`config.mk`:
```
export PLATFORM = sky130hd
export DESIGN_NAME = pss_controller
export DESIGN_NICKNAME = d
export VERILOG_FILES = /design/src/rtl/pss_pkg.sv /design/src/rtl/pss_controller.sv
export SDC_FILE = /design/constraint.sdc
export NUM_CORES = 1
export LEC_CHECK = 0
export BUFFER_PORTS_ARGS = -buffer_cell sky130_fd_sc_hd__buf_2
export CAP_MARGIN = 20
export CELL_PAD_IN_SITES_DETAIL_PLACEMENT = 1
export CELL_PAD_IN_SITES_GLOBAL_PLACEMENT = 2
export CORE_ASPECT_RATIO = 1.4
export CORE_MARGIN = 2
export CORE_UTILIZATION = 32
export CTS_BUF_LIST = sky130_fd_sc_hd__clkbuf_8
export CTS_CLUSTER_DIAMETER = 30
export DETAILED_ROUTE_END_ITERATION = 6
export PLACE_DENSITY = 0.88
export SLEW_MARGIN = 20
export SYNTH_ARGS = -nofsm -noshare
export SYNTH_HDL_FRONTEND = slang
export SYNTH_SLANG_ARGS = --single-unit
```
`constraint.sdc`:
```
create_clock -name clk -period 2.3 [get_ports clk]
set_input_delay 0 -clock clk [delete_from_list [all_inputs] [get_ports clk]]
set_output_delay 0 -clock clk [all_outputs]
set_load 0.005 [all_outputs]
```
`src/rtl/pss_pkg.sv`:
```
`default_nettype none
// ---------------------------------------------------------------------------
// pss_pkg: shared types and constants of the plucked string voice
// kinds, register indexes, saturation helper and controller/datapath structs
// ---------------------------------------------------------------------------
package pss_pkg;

    localparam logic [1:0] KIND_TICK    = 2'd0;
    localparam logic [1:0] KIND_LOAD    = 2'd1;
    localparam logic [1:0] KIND_RELEASE = 2'd2;
    localparam logic [1:0] KIND_RESTART = 2'd3;

    localparam logic [2:0] REG_LOOP_LENGTH  = 3'd0;
    localparam logic [2:0] REG_LOWPASS_GAIN = 3'd1;
    localparam logic [2:0] REG_LOOP_DECAY   = 3'd2;
    localparam logic [2:0] REG_DISPERSION   = 3'd3;
    localparam logic [2:0] REG_BODY_MIX     = 3'd4;
    localparam logic [2:0] REG_BODY_FB      = 3'd5;
    localparam logic [2:0] REG_BODY_LENGTH  = 3'd6;

    localparam logic [14:0] RELEASE_DECAY_CAP = 15'd32112;
    localparam logic [14:0] Q15_ONE           = 15'd32767;
    localparam int          QUIET_LIMIT       = 24;

    // multiplier operand select
    typedef enum logic [2:0] {
        MUL_LP_NEW  = 3'd0,
        MUL_LP_OLD  = 3'd1,
        MUL_AP_X    = 3'd2,
        MUL_AP_Y    = 3'd3,
        MUL_DECAY   = 3'd4,
        MUL_BODY_FB = 3'd5,
        MUL_BODY_MX = 3'd6
    } mul_sel_t;

    typedef struct packed {
        logic     rd_string;   // read string store at pointer
        logic     take_delayed;
        logic     mul_en;
        mul_sel_t mul_sel;
        logic     acc_clear;
        logic     lp_commit;
        logic     ap_commit;
        logic     string_wr;
        logic     body_wr;
        logic     body_rd;
        logic     finish;      // loop pointer, quiet count, result
        logic     restart;
        logic     clear_body;
        logic     clear_string; // sweep after reset
        logic     load_wr;
        logic     release_note;
    } dp_cmd_t;

    typedef struct packed {
        logic sounding;
        logic clear_done;
        logic init_done;
        logic ap_on;
        logic body_on;
    } dp_stat_t;

    function automatic logic signed [15:0] sat16(input logic signed [47:0] v);
        if (v > 48'sd32767)
            return 16'sh7fff;
        else if (v < -48'sd32768)
            return 16'sh8000;
        else
            return v[15:0];
    endfunction

endpackage
`default_nettype wire

```
`src/rtl/pss_controller.sv`:
```
`default_nettype none
// ---------------------------------------------------------------------------
// pss_controller: sequencer for one item
// steps the shared multiplier through the filter chain, then hands the result
// ---------------------------------------------------------------------------
module pss_controller (
    input  wire logic              clk,
    input  wire logic              rst_n,
    input  wire logic              in_valid,
    output logic                   in_ready,
    input  wire logic [1:0]        in_kind,
    output logic                   out_valid,
    input  wire logic              out_ready,
    output pss_pkg::dp_cmd_t       cmd,
    input  wire pss_pkg::dp_stat_t stat
);
    typedef enum logic [14:0] {
        S_IDLE  = 15'b000000000000001,
        S_READ  = 15'b000000000000010,
        S_TAKE  = 15'b000000000000100,
        S_LP0   = 15'b000000000001000,
        S_LP1   = 15'b000000000010000,
        S_AP0   = 15'b000000000100000,
        S_AP1   = 15'b000000001000000,
        S_AP2   = 15'b000000010000000,
        S_AP3   = 15'b000000100000000,
        S_DEC   = 15'b000001000000000,
        S_BODY  = 15'b000010000000000,
        S_FIN   = 15'b000100000000000,
        S_OUT   = 15'b001000000000000,
        S_CLEAR = 15'b010000000000000,
        S_INIT  = 15'b100000000000000
    } state_t;

    state_t state_reg, state_next;
    logic   out_valid_reg, out_valid_next;
    logic   accept;

    assign accept    = in_valid && in_ready;
    assign in_ready  = (state_reg == S_IDLE) && !out_valid_reg;
    assign out_valid = out_valid_reg;

    always_comb
    begin
        state_next     = state_reg;
        out_valid_next = out_valid_reg && !out_ready;
        cmd            = '0;
        cmd.mul_sel    = pss_pkg::MUL_LP_NEW;
        unique case (state_reg)
            S_INIT:
            begin
                cmd.clear_string = !stat.init_done;
                if (stat.init_done)
                    state_next = S_IDLE;
            end
            S_IDLE:
            begin
                if (accept)
                begin
                    unique case (in_kind)
                        pss_pkg::KIND_LOAD:    cmd.load_wr = 1'b1;
                        pss_pkg::KIND_RELEASE: cmd.release_note = 1'b1;
                        pss_pkg::KIND_RESTART:
                        begin
                            cmd.restart = 1'b1;
                            state_next  = S_CLEAR;
                        end
                        default:
                            if (stat.sounding)
                                state_next = S_READ;
                            else
                                out_valid_next = 1'b1;
                    endcase
                end
            end
            S_CLEAR:
            begin
                cmd.clear_body = !stat.clear_done;
                if (stat.clear_done)
                    state_next = S_IDLE;
            end
            S_READ:
            begin
                cmd.rd_string = 1'b1;
                state_next = S_TAKE;
            end
            S_TAKE:
            begin
                cmd.take_delayed = 1'b1;
                state_next = S_LP0;
            end
            S_LP0:
            begin
                cmd.mul_en = 1'b1;
                cmd.acc_clear = 1'b1;
                cmd.mul_sel = pss_pkg::MUL_LP_NEW;
                state_next = S_LP1;
            end
            S_LP1:
            begin
                cmd.mul_en = 1'b1;
                cmd.mul_sel = pss_pkg::MUL_LP_OLD;
                state_next = S_AP0;
            end
            S_AP0:
            begin
                cmd.lp_commit = 1'b1;
                state_next = stat.ap_on ? S_AP1 : S_DEC;
            end
            S_AP1:
            begin
                // two products: -c*x then c*y1, then commit
                cmd.mul_en = 1'b1;
                cmd.acc_clear = 1'b1;
                cmd.mul_sel = pss_pkg::MUL_AP_X;
                state_next = S_AP2;
            end
            S_AP2:
            begin
                cmd.mul_en = 1'b1;
                cmd.mul_sel = pss_pkg::MUL_AP_Y;
                state_next = S_AP3;
            end
            S_AP3:
            begin
                cmd.ap_commit = 1'b1;
                state_next = S_DEC;
            end
            S_DEC:
            begin
                cmd.mul_en = 1'b1;
                cmd.acc_clear = 1'b1;
                cmd.mul_sel = pss_pkg::MUL_DECAY;
                cmd.body_rd = 1'b1;
                state_next = S_BODY;
            end
            S_BODY:
            begin
                cmd.string_wr = 1'b1;
                cmd.mul_en = 1'b1;
                cmd.acc_clear = 1'b1;
                cmd.mul_sel = pss_pkg::MUL_BODY_FB;
                state_next = S_FIN;
            end
            S_FIN:
            begin
                cmd.body_wr = stat.body_on;
                cmd.mul_en = 1'b1;
                cmd.acc_clear = 1'b1;
                cmd.mul_sel = pss_pkg::MUL_BODY_MX;
                state_next = S_OUT;
            end
            S_OUT:
            begin
                cmd.finish = 1'b1;
                out_valid_next = 1'b1;
                state_next = S_IDLE;
            end
            default: state_next = S_IDLE;
        endcase
    end

    always_ff @(posedge clk or negedge rst_n)
    begin
        if (!rst_n)
        begin
            state_reg     <= S_INIT;
            out_valid_reg <= 1'b0;
        end
        else
        begin
            state_reg     <= state_next;
            out_valid_reg <= out_valid_next;
        end
    end
endmodule
`default_nettype wire

```
==> results of run 1 <==
==> how the worst min path moves through the flow <==
stage	startpoint	end
floorplan	rst_n	out_valid
global placement	rst_n	state_reg[7]
detailed placement	rst_n	state_reg[8]
CTS	stat[2]	state_reg[14]
global route	stat[2]	state_reg[14]
finish	stat[2]	state_reg[14]
==> critical path, cell delays in order (launching register included) <==
cell and delay (ns):
dfrtp_1 0.48, nor3_2 0.38, and2_2 0.27, nand2_2 0.10
nor3_2 0.30, and2_1 0.17, buf_2 0.10
==> synthesized netlist by cell type, types with 2 or more instances <==
cell,number,share of area
dfrtp_1,15,0.33
nor2_1,11,0.036
inv_1,8,0.026
and2_1,5,0.027
nand3_1,5,0.022
nor3b_1,5,0.033
nor4b_1,5,0.038
buf_2,4,0.017
ha_1,4,0.044
nand2_1,4,0.013
nor3_1,4,0.017
nor4_4,4,0.074
nand2b_1,3,0.016
nand4_1,3,0.016
o21ai_0,3,0.013
xor2_1,3,0.023
a21o_1,2,0.013
clkbuf_1,2,0.0065
nor3_2,2,0.017
nor4_1,2,0.011
o22ai_1,2,0.011
or2_1,2,0.011
or3_1,2,0.011
xnor2_1,2,0.015
==> cell type report <==
type	count	share of cell area
Multi-Input combinational cell	89	0.497
Sequential cell	16	0.290
Timing Repair Buffer	32	0.123
Clock buffer	3	0.0298
Clock inverter	1	0.00271
Inverter	8	0.0217
Tap cell	40	0.0361
==> power by group through the flow <==
stage          Clock [mW]  Sequential, mW  Combinational, mW
4_1_cts             0.239           0.319              0.266
5_1_grt             0.249           0.322              0.296
2_1_floorplan           0           0.316              0.190
3_3_place_gp            0           0.323              0.253
3_5_place_dp            0           0.324              0.258
6_report            0.229           0.319              0.260
==> stage by stage <==
stage | cell area (µm²) | power (mW) | cells | hold slack, ns
detailed placement | 1320 | 0.582 | 183 | -0.0580
CTS | 1390 | 0.823 | 189 | 0.00465
finish | 1390 | 0.808 | 189 | 0.00491
floorplan | 1150 | 0.506 | 119 | -0.296
global placement | 1320 | 0.576 | 183 | -0.0573
global route | 1390 | 0.867 | 189 | 0.0463
==> kinds of logic (layout without fill, tap and decap cells) <==
kind of cell	count (synthesis)	count (layout)	share of synthesized area
XOR/XNOR	5	5	0.0381
AO/OA/AOI/OAI	14	14	0.0861
buffers and inverters	14	44	0.0501
adder cells (fa/ha/maj)	4	4	0.0436
AND/OR/NAND/NOR	66	66	0.432
flip-flops	16	16	0.350
==> layer usage <==
layer | share of wire | wire length (µm)
met1 | 0.39 | 1160
met2 | 0.53 | 1590
met3 | 0.044 | 132
met4 | 0.031 | 91
met5 | 0 | 0
==> timing repair <==
item	4_1_cts	5_1_grt
hold buffers	2	0
endpoints found under the hold margin	17	0
setup buffers	0	0
==> results_dict.tcl, run 1 <==
set metrics [dict create \
    status "complete, no violations" \
    ys_warn_count 0 \
    pwr-share-seq 0.395 \
    r2r_start "state_reg[2]" \
    worstReg2RegEnd "state_reg[0]" \
    netlist_area_mm2 0.00115 \
    clk_transition_reported_paths_ns 0.06 \
    cts_sinks 16 \
    initial_core_util 0.337 \
    clock_path_buffers 2 \
    overflow 0 \
    syn-instance-count 119 \
    regToRegSetupSlack_ns 0.47 \
    ys_ff_latch 16 \
    synth.avg_cell_area_um2 9.65 \
    use_met2 0.307 \
    cts_resized 0 \
    gp_congestion 0.749 \
    drt_iter0_drc 12 \
    grt_max_degree 17 \
    cp.required_ns 2.30 \
    hp-class "in -> reg" \
    synth.distinct_cells 41 \
    worst_slack_ns 0.231 \
    path_max_fanout 8 \
    postRouteAntennaNets 0 \
    die_area_mm2 0.00409 \
    synthFlopType "dfrtp_1" \
    clk_latency_ns 0.26 \
    timing.fmax_mhz 483 \
    ios 31 \
    final_common_cell "buf_2" \
    max-slew-margin-rel 0.708 \
    io_buffer_count 30 \
    power_density_mw_per_mm2 583 \
    ys_async_sr_fraction 1.00 \
    die_h_um 74.9 \
    ir_drop_mv 0.206 \
    cp-startpoint "state_reg[9]" \
    rsz0062_at_grt "false" \
    dr.pass1.iters 4 \
    syn_to_final_growth_pct 20.7 \
    p_leak_nw 0.692 \
    setup-tns-final_ns 0 \
    drt-total-wl_um 2980 \
    largest_reg_flops 15 \
    worstSetupEndpointType "output port" \
    antenna_found_initial 0 \
    multi_input_area_um2 689 \
    internal-power_mw 0.522 \
    drc 0 \
    cts_root_buf "clkbuf_8" \
    p_clk_frac 0.283 \
    hold_viol 0 \
    startpoint_type "flip-flop" \
    drt-wirelength-per-cell_um 15.8 \
    grt_pass1_wl_um 5190 \
    sw_frac_of_total 0.354 \
    worst_slew_pin_slew_ns 0.435 \
    via_per_inst 5.35 \
    maxCapViolations 0 \
    postSynthNetCount 134 \
    seq_area_um2 402 \
    power_frac_comb 0.322 \
    busiest_layer "met2" \
    p_sw_mw 0.286 \
    cts_buffers 3 \
    core-area_mm2 0.00341 \
    fin_crit_ns 2.07 \
    endpoint "cmd[1]" \
    final-max-slew-violation-count 0 \
    path_class "reg -> out" \
    diodes 0 \
    skew_ns 0.00266 \
    layout_common_cells "30 x buf_2, 15 x dfrtp_1, 11 x nor2_1, 9 x inv_1" \
    dp_hpwl_um 2320 \
    worstHoldPathCells 4 \
    critical_path_arrival_ns 2.07 \
    grt_use_met3 0.0179 \
    use_met1 0.202 \
    rr_worst_depth 5 \
    timing.final.crit_share 0.900 \
    dpl_worst_slack_ns 0.484 \
    synth_edf_count 0 \
    synth-seq-area-share 0.350 \
    die_w_um 54.6 \
    fill_cells 410 \
    rows 25 \
    cts_htree_levels 1 \
    grt_pass1_vias 1082 \
    nNetsFinal 165 \
    final_util 0.407 \
    cts_tree "built" \
    via_count 1011 \
    track_usage 0.175 \
    setup_violations 0 \
    drive_gt1_frac 0.329 \
]
(Power assumes the default switching activity.)
==> run 2, diff against run 1 <==
--- a/config.mk
+++ b/config.mk
@@ -5,16 +5,16 @@
 export SDC_FILE = /design/constraint.sdc
 export NUM_CORES = 1
 export LEC_CHECK = 0
-export BUFFER_PORTS_ARGS = -buffer_cell sky130_fd_sc_hd__buf_2
 export CAP_MARGIN = 20
 export CELL_PAD_IN_SITES_DETAIL_PLACEMENT = 1
 export CELL_PAD_IN_SITES_GLOBAL_PLACEMENT = 2
 export CORE_ASPECT_RATIO = 1.4
 export CORE_MARGIN = 2
-export CORE_UTILIZATION = 32
+export CORE_UTILIZATION = 39
 export CTS_BUF_LIST = sky130_fd_sc_hd__clkbuf_8
 export CTS_CLUSTER_DIAMETER = 30
 export DETAILED_ROUTE_END_ITERATION = 6
+export DONT_BUFFER_PORTS = 1
 export PLACE_DENSITY = 0.88
 export SLEW_MARGIN = 20
 export SYNTH_ARGS = -nofsm -noshare
==> run 2 against run 1 <==
  * Design area is 9.7% lower
  * Largest power group unchanged
  * Critical path type unchanged
  * Cell count is 16% lower
  * Die area is 17% lower
  * Sequential share of layout area is 3.1 points higher
  * Power is 4.0% lower
==> results_dict.tcl, run 2 (synthesis gave the netlist of run 1 again) <==
set metrics [dict create \
    rsz0062_at_grt "false" \
    setup-tns-final_ns 0 \
    critPathMaxStageDelay_ns 0.49 \
    core-area_mm2 0.00285 \
    via_count 913 \
    layout_common_cells "15 x dfrtp_1, 11 x nor2_1, 9 x inv_1" \
    final_common_cell "dfrtp_1" \
    grt_max_degree 17 \
    path_class "reg -> out" \
    ir_drop_mv 0.333 \
    max-slew-margin-rel 0.494 \
    hp-class "in -> reg" \
    cp.required_ns 2.30 \
    track_usage 0.179 \
    drc 0 \
    drt_iter0_drc 5 \
    dpl_worst_slack_ns 0.403 \
    drive_gt1_frac 0.157 \
    setup_violations 0 \
    worst_slack_ns 0.299 \
    gp_congestion 0.784 \
    fin_crit_ns 2.00 \
    clock_path_buffers 2 \
    cts_resized 0 \
    cts_htree_levels 1 \
    timing.fmax_mhz 500 \
    clk_transition_reported_paths_ns 0.07 \
    cts_root_buf "clkbuf_8" \
    worstSetupEndpointType "output port" \
    die_area_mm2 0.00340 \
    ios 31 \
    final-max-slew-violation-count 0 \
    skew_ns 0.00796 \
    diodes 0 \
    cts_sinks 16 \
    grt_pass1_wl_um 4490 \
    dr.pass1.iters 4 \
    cts_buffers 3 \
    antenna_found_initial 0 \
    power_density_mw_per_mm2 619 \
    power_mw 0.776 \
    die_w_um 49.9 \
    overflow 0 \
    via_per_inst 5.78 \
    maxCapViolations 0 \
    cts_tree "built" \
    critPathSlowestCell "dfrtp_1" \
    critical_path_arrival_ns 2.00 \
    final_util 0.440 \
    path_cells "nor4_4 > and2_2 > nand2_2 > nor3_2 > and2_1" \
    post-cts-setup-buffers 0 \
    rows 23 \
    drt-wirelength-per-cell_um 17.3 \
    die_h_um 68.2 \
    postRouteAntennaNets 0 \
    io_buffer_count 0 \
    clk_latency_ns 0.25 \
    p_leak_nw 0.552 \
    status "complete, no violations" \
    nNetsFinal 137 \
    worst_slew_pin_slew_ns 0.757 \
    timing.final.crit_share 0.870 \
    syn_to_final_growth_pct 9.04 \
    path_max_fanout 5 \
    seq_area_um2 402 \
    largest_reg_flops 15 \
    drt-total-wl_um 2730 \
    fill_cells 328 \
    dp_hpwl_um 2160 \
    initial_core_util 0.403 \
    startpoint_type "flip-flop" \
    hold_viol 0 \
    multi_input_area_um2 689 \
    cts_hold_buf 4 \
    grt_pass1_vias 911 \
]
-- run 2: worst paths after layout --
kind | from | slack (ns) | to | depth (start not counted)
setup / recovery | state_reg[8] | 0.30 | cmd[0] | 5
hold / removal | stat[4] | 0.04 | state_reg[0] | 3
setup reg to reg | state_reg[2] | 0.39 | state_reg[0] | 5
hold reg to reg | state_reg[14] | 0.57 | state_reg[14] | 2
max in group asynchronous | rst_n | 1.56 | state_reg[13] | 1
min in group asynchronous | rst_n | 0.26 | state_reg[8] | 1
-- run 2: stage by stage --
step	area, µm²	instances	hold WS, ns
floorplan	1150	119	-0.296
global placement	1170	150	-0.295
detailed placement	1170	150	-0.295
CTS	1250	158	0.0455
global route	1250	158	0.0668
finish	1250	158	0.0433
-- run 2: worst max-delay path, delay by kind of cell (launching register included) --
kind	cells	cell delay, ns
flops	1	0.49
simple gates	5	1.27
-- run 2: layout make-up --
type / instances / area share
clock inverter: 1 / 0.00300
clock buffer: 3 / 0.0330
timing repair buffer: 4 / 0.0320
multi-input combinational: 89 / 0.550
sequential: 16 / 0.321
tap: 37 / 0.0370
inverter: 8 / 0.0240
-- run 2: power breakdown --
group / total (mW) / internal [mW] / switching [mW]
Combinational: 0.240 / 0.0932 / 0.147
Clock: 0.215 / 0.118 / 0.0970
Sequential: 0.321 / 0.295 / 0.0257
Total: 0.776 / 0.506 / 0.269
-- run 2: routing by layer --
layer / vias to the layer above / GRT usage / part of all wire / wire length, µm
met4: 0 / 0.0625 / 0.013 / 35
met2: 26 / 0.343 / 0.55 / 1510
met1: 447 / 0.188 / 0.38 / 1030
met5: - / 0 / 0 / 0
met3: 5 / 0.0437 / 0.057 / 156
li1: 435 / - / - / -
==> run 3, diff against run 2 <==
--- a/config.mk
+++ b/config.mk
@@ -6,16 +6,17 @@
 export NUM_CORES = 1
 export LEC_CHECK = 0
 export CAP_MARGIN = 20
-export CELL_PAD_IN_SITES_DETAIL_PLACEMENT = 1
-export CELL_PAD_IN_SITES_GLOBAL_PLACEMENT = 2
+export CELL_PAD_IN_SITES_DETAIL_PLACEMENT = 0
+export CELL_PAD_IN_SITES_GLOBAL_PLACEMENT = 1
 export CORE_ASPECT_RATIO = 1.4
 export CORE_MARGIN = 2
-export CORE_UTILIZATION = 39
+export CORE_UTILIZATION = 49
 export CTS_BUF_LIST = sky130_fd_sc_hd__clkbuf_8
 export CTS_CLUSTER_DIAMETER = 30
 export DETAILED_ROUTE_END_ITERATION = 6
 export DONT_BUFFER_PORTS = 1
-export PLACE_DENSITY = 0.88
+export PLACE_DENSITY = 0.89
+export REMOVE_ABC_BUFFERS = 1
 export SLEW_MARGIN = 20
 export SYNTH_ARGS = -nofsm -noshare
 export SYNTH_HDL_FRONTEND = slang
==> constraint.sdc (replaced) <==
create_clock -name clk -period 2.1 [get_ports clk]
set_input_delay 0 -clock clk [delete_from_list [all_inputs] [get_ports clk]]
set_output_delay 0 -clock clk [all_outputs]
set_load 0.005 [all_outputs]
==> run 3 against run 2 <==
  * Hold slack lost 0.010 ns
  * Die area shrank 19%
  * Global-route usage grew 1.6 points
  * Clock skew shrank 0.0059 ns
  * Sequential power grew 9.0%
  * Non-clock buffer count grew 2
  * Largest power group unchanged
  * Count of clock-buffer cells in the layout grew 1
  * Cell count shrank 8.2%
  * Design area grew 0.70%
  * Wire length shrank 14%
==> results_dict.tcl, run 3 (synthesis gave the netlist of run 1 again) <==
set metrics [dict create \
    status "complete, no violations" \
    overflow 0 \
    diodes 0 \
    setup_violations 0 \
    sw_frac_of_total 0.328 \
    cts_buffers 3 \
    hold_viol 0 \
    post-cts-setup-buffers 0 \
    final-max-slew-violation-count 0 \
    multi_input_area_um2 689 \
    maxCapViolations 0 \
    drt-wirelength-per-cell_um 16.2 \
    via_count 891 \
    seq_area_um2 402 \
    path_class "reg -> out" \
    io_buffer_count 0 \
    grt_pass1_vias 895 \
    drt-total-wl_um 2350 \
    path_max_fanout 6 \
    core-area_mm2 0.00220 \
    via_per_inst 6.14 \
    fill_cells 199 \
    track_usage 0.194 \
    dp_hpwl_um 1780 \
    clock_path_buffers 2 \
    initial_core_util 0.522 \
    postRouteAntennaNets 0 \
    p_leak_nw 0.564 \
    p_sw_mw 0.289 \
    critical_path_arrival_ns 1.98 \
    max-slew-margin-rel 0.486 \
    fin_crit_ns 1.98 \
    timing.final.crit_share 0.943 \
    syn_to_final_growth_pct 9.80 \
    cts_root_buf "clkbuf_8" \
    skew_ns 0.00201 \
    rows 20 \
    grt_max_degree 17 \
    internal-power_mw 0.593 \
    cts_sinks 16 \
    worst_slew_pin_slew_ns 0.768 \
    clk_latency_ns 0.25 \
    layout_common_cells "15 x dfrtp_1, 11 x nor2_1, 8 x inv_1" \
    drc 0 \
    die_w_um 44.9 \
    cts_resized 0 \
    die_area_mm2 0.00275 \
    largest_reg_flops 15 \
    timing.fmax_mhz 505 \
    ios 31 \
    drt_iter0_drc 15 \
    clk_transition_reported_paths_ns 0.06 \
    dr.pass1.iters 4 \
    final_common_cell "dfrtp_1" \
    grt_pass1_wl_um 3860 \
    finish.instance_area_mm2 0.00126 \
    power_density_mw_per_mm2 699 \
    nNetsFinal 139 \
    pwr-share-seq 0.396 \
    hp-class "in -> reg" \
    worstSetupEndpointType "output port" \
    gp_congestion 0.915 \
    ir_drop_mv 0.405 \
    p_clk_frac 0.312 \
    antenna_found_initial 0 \
    cts_htree_levels 1 \
    die_h_um 61.3 \
    drive_gt1_frac 0.171 \
    cts_tree "built" \
    placed_cell_area_mm2 0.00116 \
    rsz0062_at_grt "false" \
    startpoint_type "flip-flop" \
    cp.required_ns 2.10 \
    power_frac_comb 0.291 \
    setup-tns-final_ns 0 \
]
## run 3: cell types whose count changed in the layout (fill, tap and decap cells not counted), sizes merged
cell         change
buf              +1
inv              -1
dlygate4sd3      +1
clkbuf           +1
## run 3: routing by layer
metal / vias up / global-route usage / wire, µm
met4: 0 / 0.101 / 33
met2: 23 / 0.335 / 1220
met3: 4 / 0.0293 / 106
met5: - / 0 / 0
met1: 429 / 0.230 / 987
li1: 435 / - / -
## run 3: power by group through the flow
stage	combinational [mW]	clock, mW	sequential, mW
after detailed placement	0.243	0	0.355
after global routing	0.285	0.292	0.354
after floorplan	0.203	0	0.350
after CTS	0.259	0.285	0.349
final	0.257	0.276	0.350
after global placement	0.239	0	0.354
## run 3: worst paths after layout
check,startpoint,end,slack [ns],cells after the start
hold reg to reg,state_reg[14],state_reg[14],0.58,2
hold / removal,stat[4],state_reg[0],0.03,3
setup reg to reg,state_reg[2],state_reg[0],0.26,5
max in group asynchronous,rst_n,state_reg[9],1.36,1
setup / recovery,state_reg[5],cmd[7],0.12,4
min in group asynchronous,rst_n,state_reg[6],0.26,1
## run 3: stage by stage
| step | hold WS (ns) | setup WS [ns] | util | total power [mW] | std cells |
|---|---|---|---|---|---|
| 5_1_grt | 0.0638 | 0.00627 | 0.573 | 0.931 | 145 |
| 4_1_cts | 0.0248 | 0.0894 | 0.573 | 0.893 | 145 |
| 6_report | 0.0332 | 0.120 | 0.573 | 0.882 | 145 |
| 3_5_place_dp | -0.295 | 0.264 | 0.525 | 0.598 | 136 |
| 3_3_place_gp | -0.295 | 0.307 | 0.525 | 0.592 | 136 |
| 2_1_floorplan | -0.296 | 0.409 | - | 0.553 | 113 |
## run 3: timing repair
item                                    CTS  global route
hold endpoints to repair                 20             0
endpoints found under the setup margin    0             1
hold buffers                              5             0
## run 3: worst max-delay path, cell delays in order (launching register included)
cell,delay (ns)
dfrtp_1,0.47
nor4_4,0.46
nand3_2,0.22
nor4b_4,0.38
and2_1,0.19
## run 3: cell type report
cell class,instances,share of cell area
clock buffer,4,0.0437
multi-input combinational,89,0.547
inverter,8,0.0238
tap,22,0.0218
timing repair buffer,6,0.0456
sequential,16,0.318
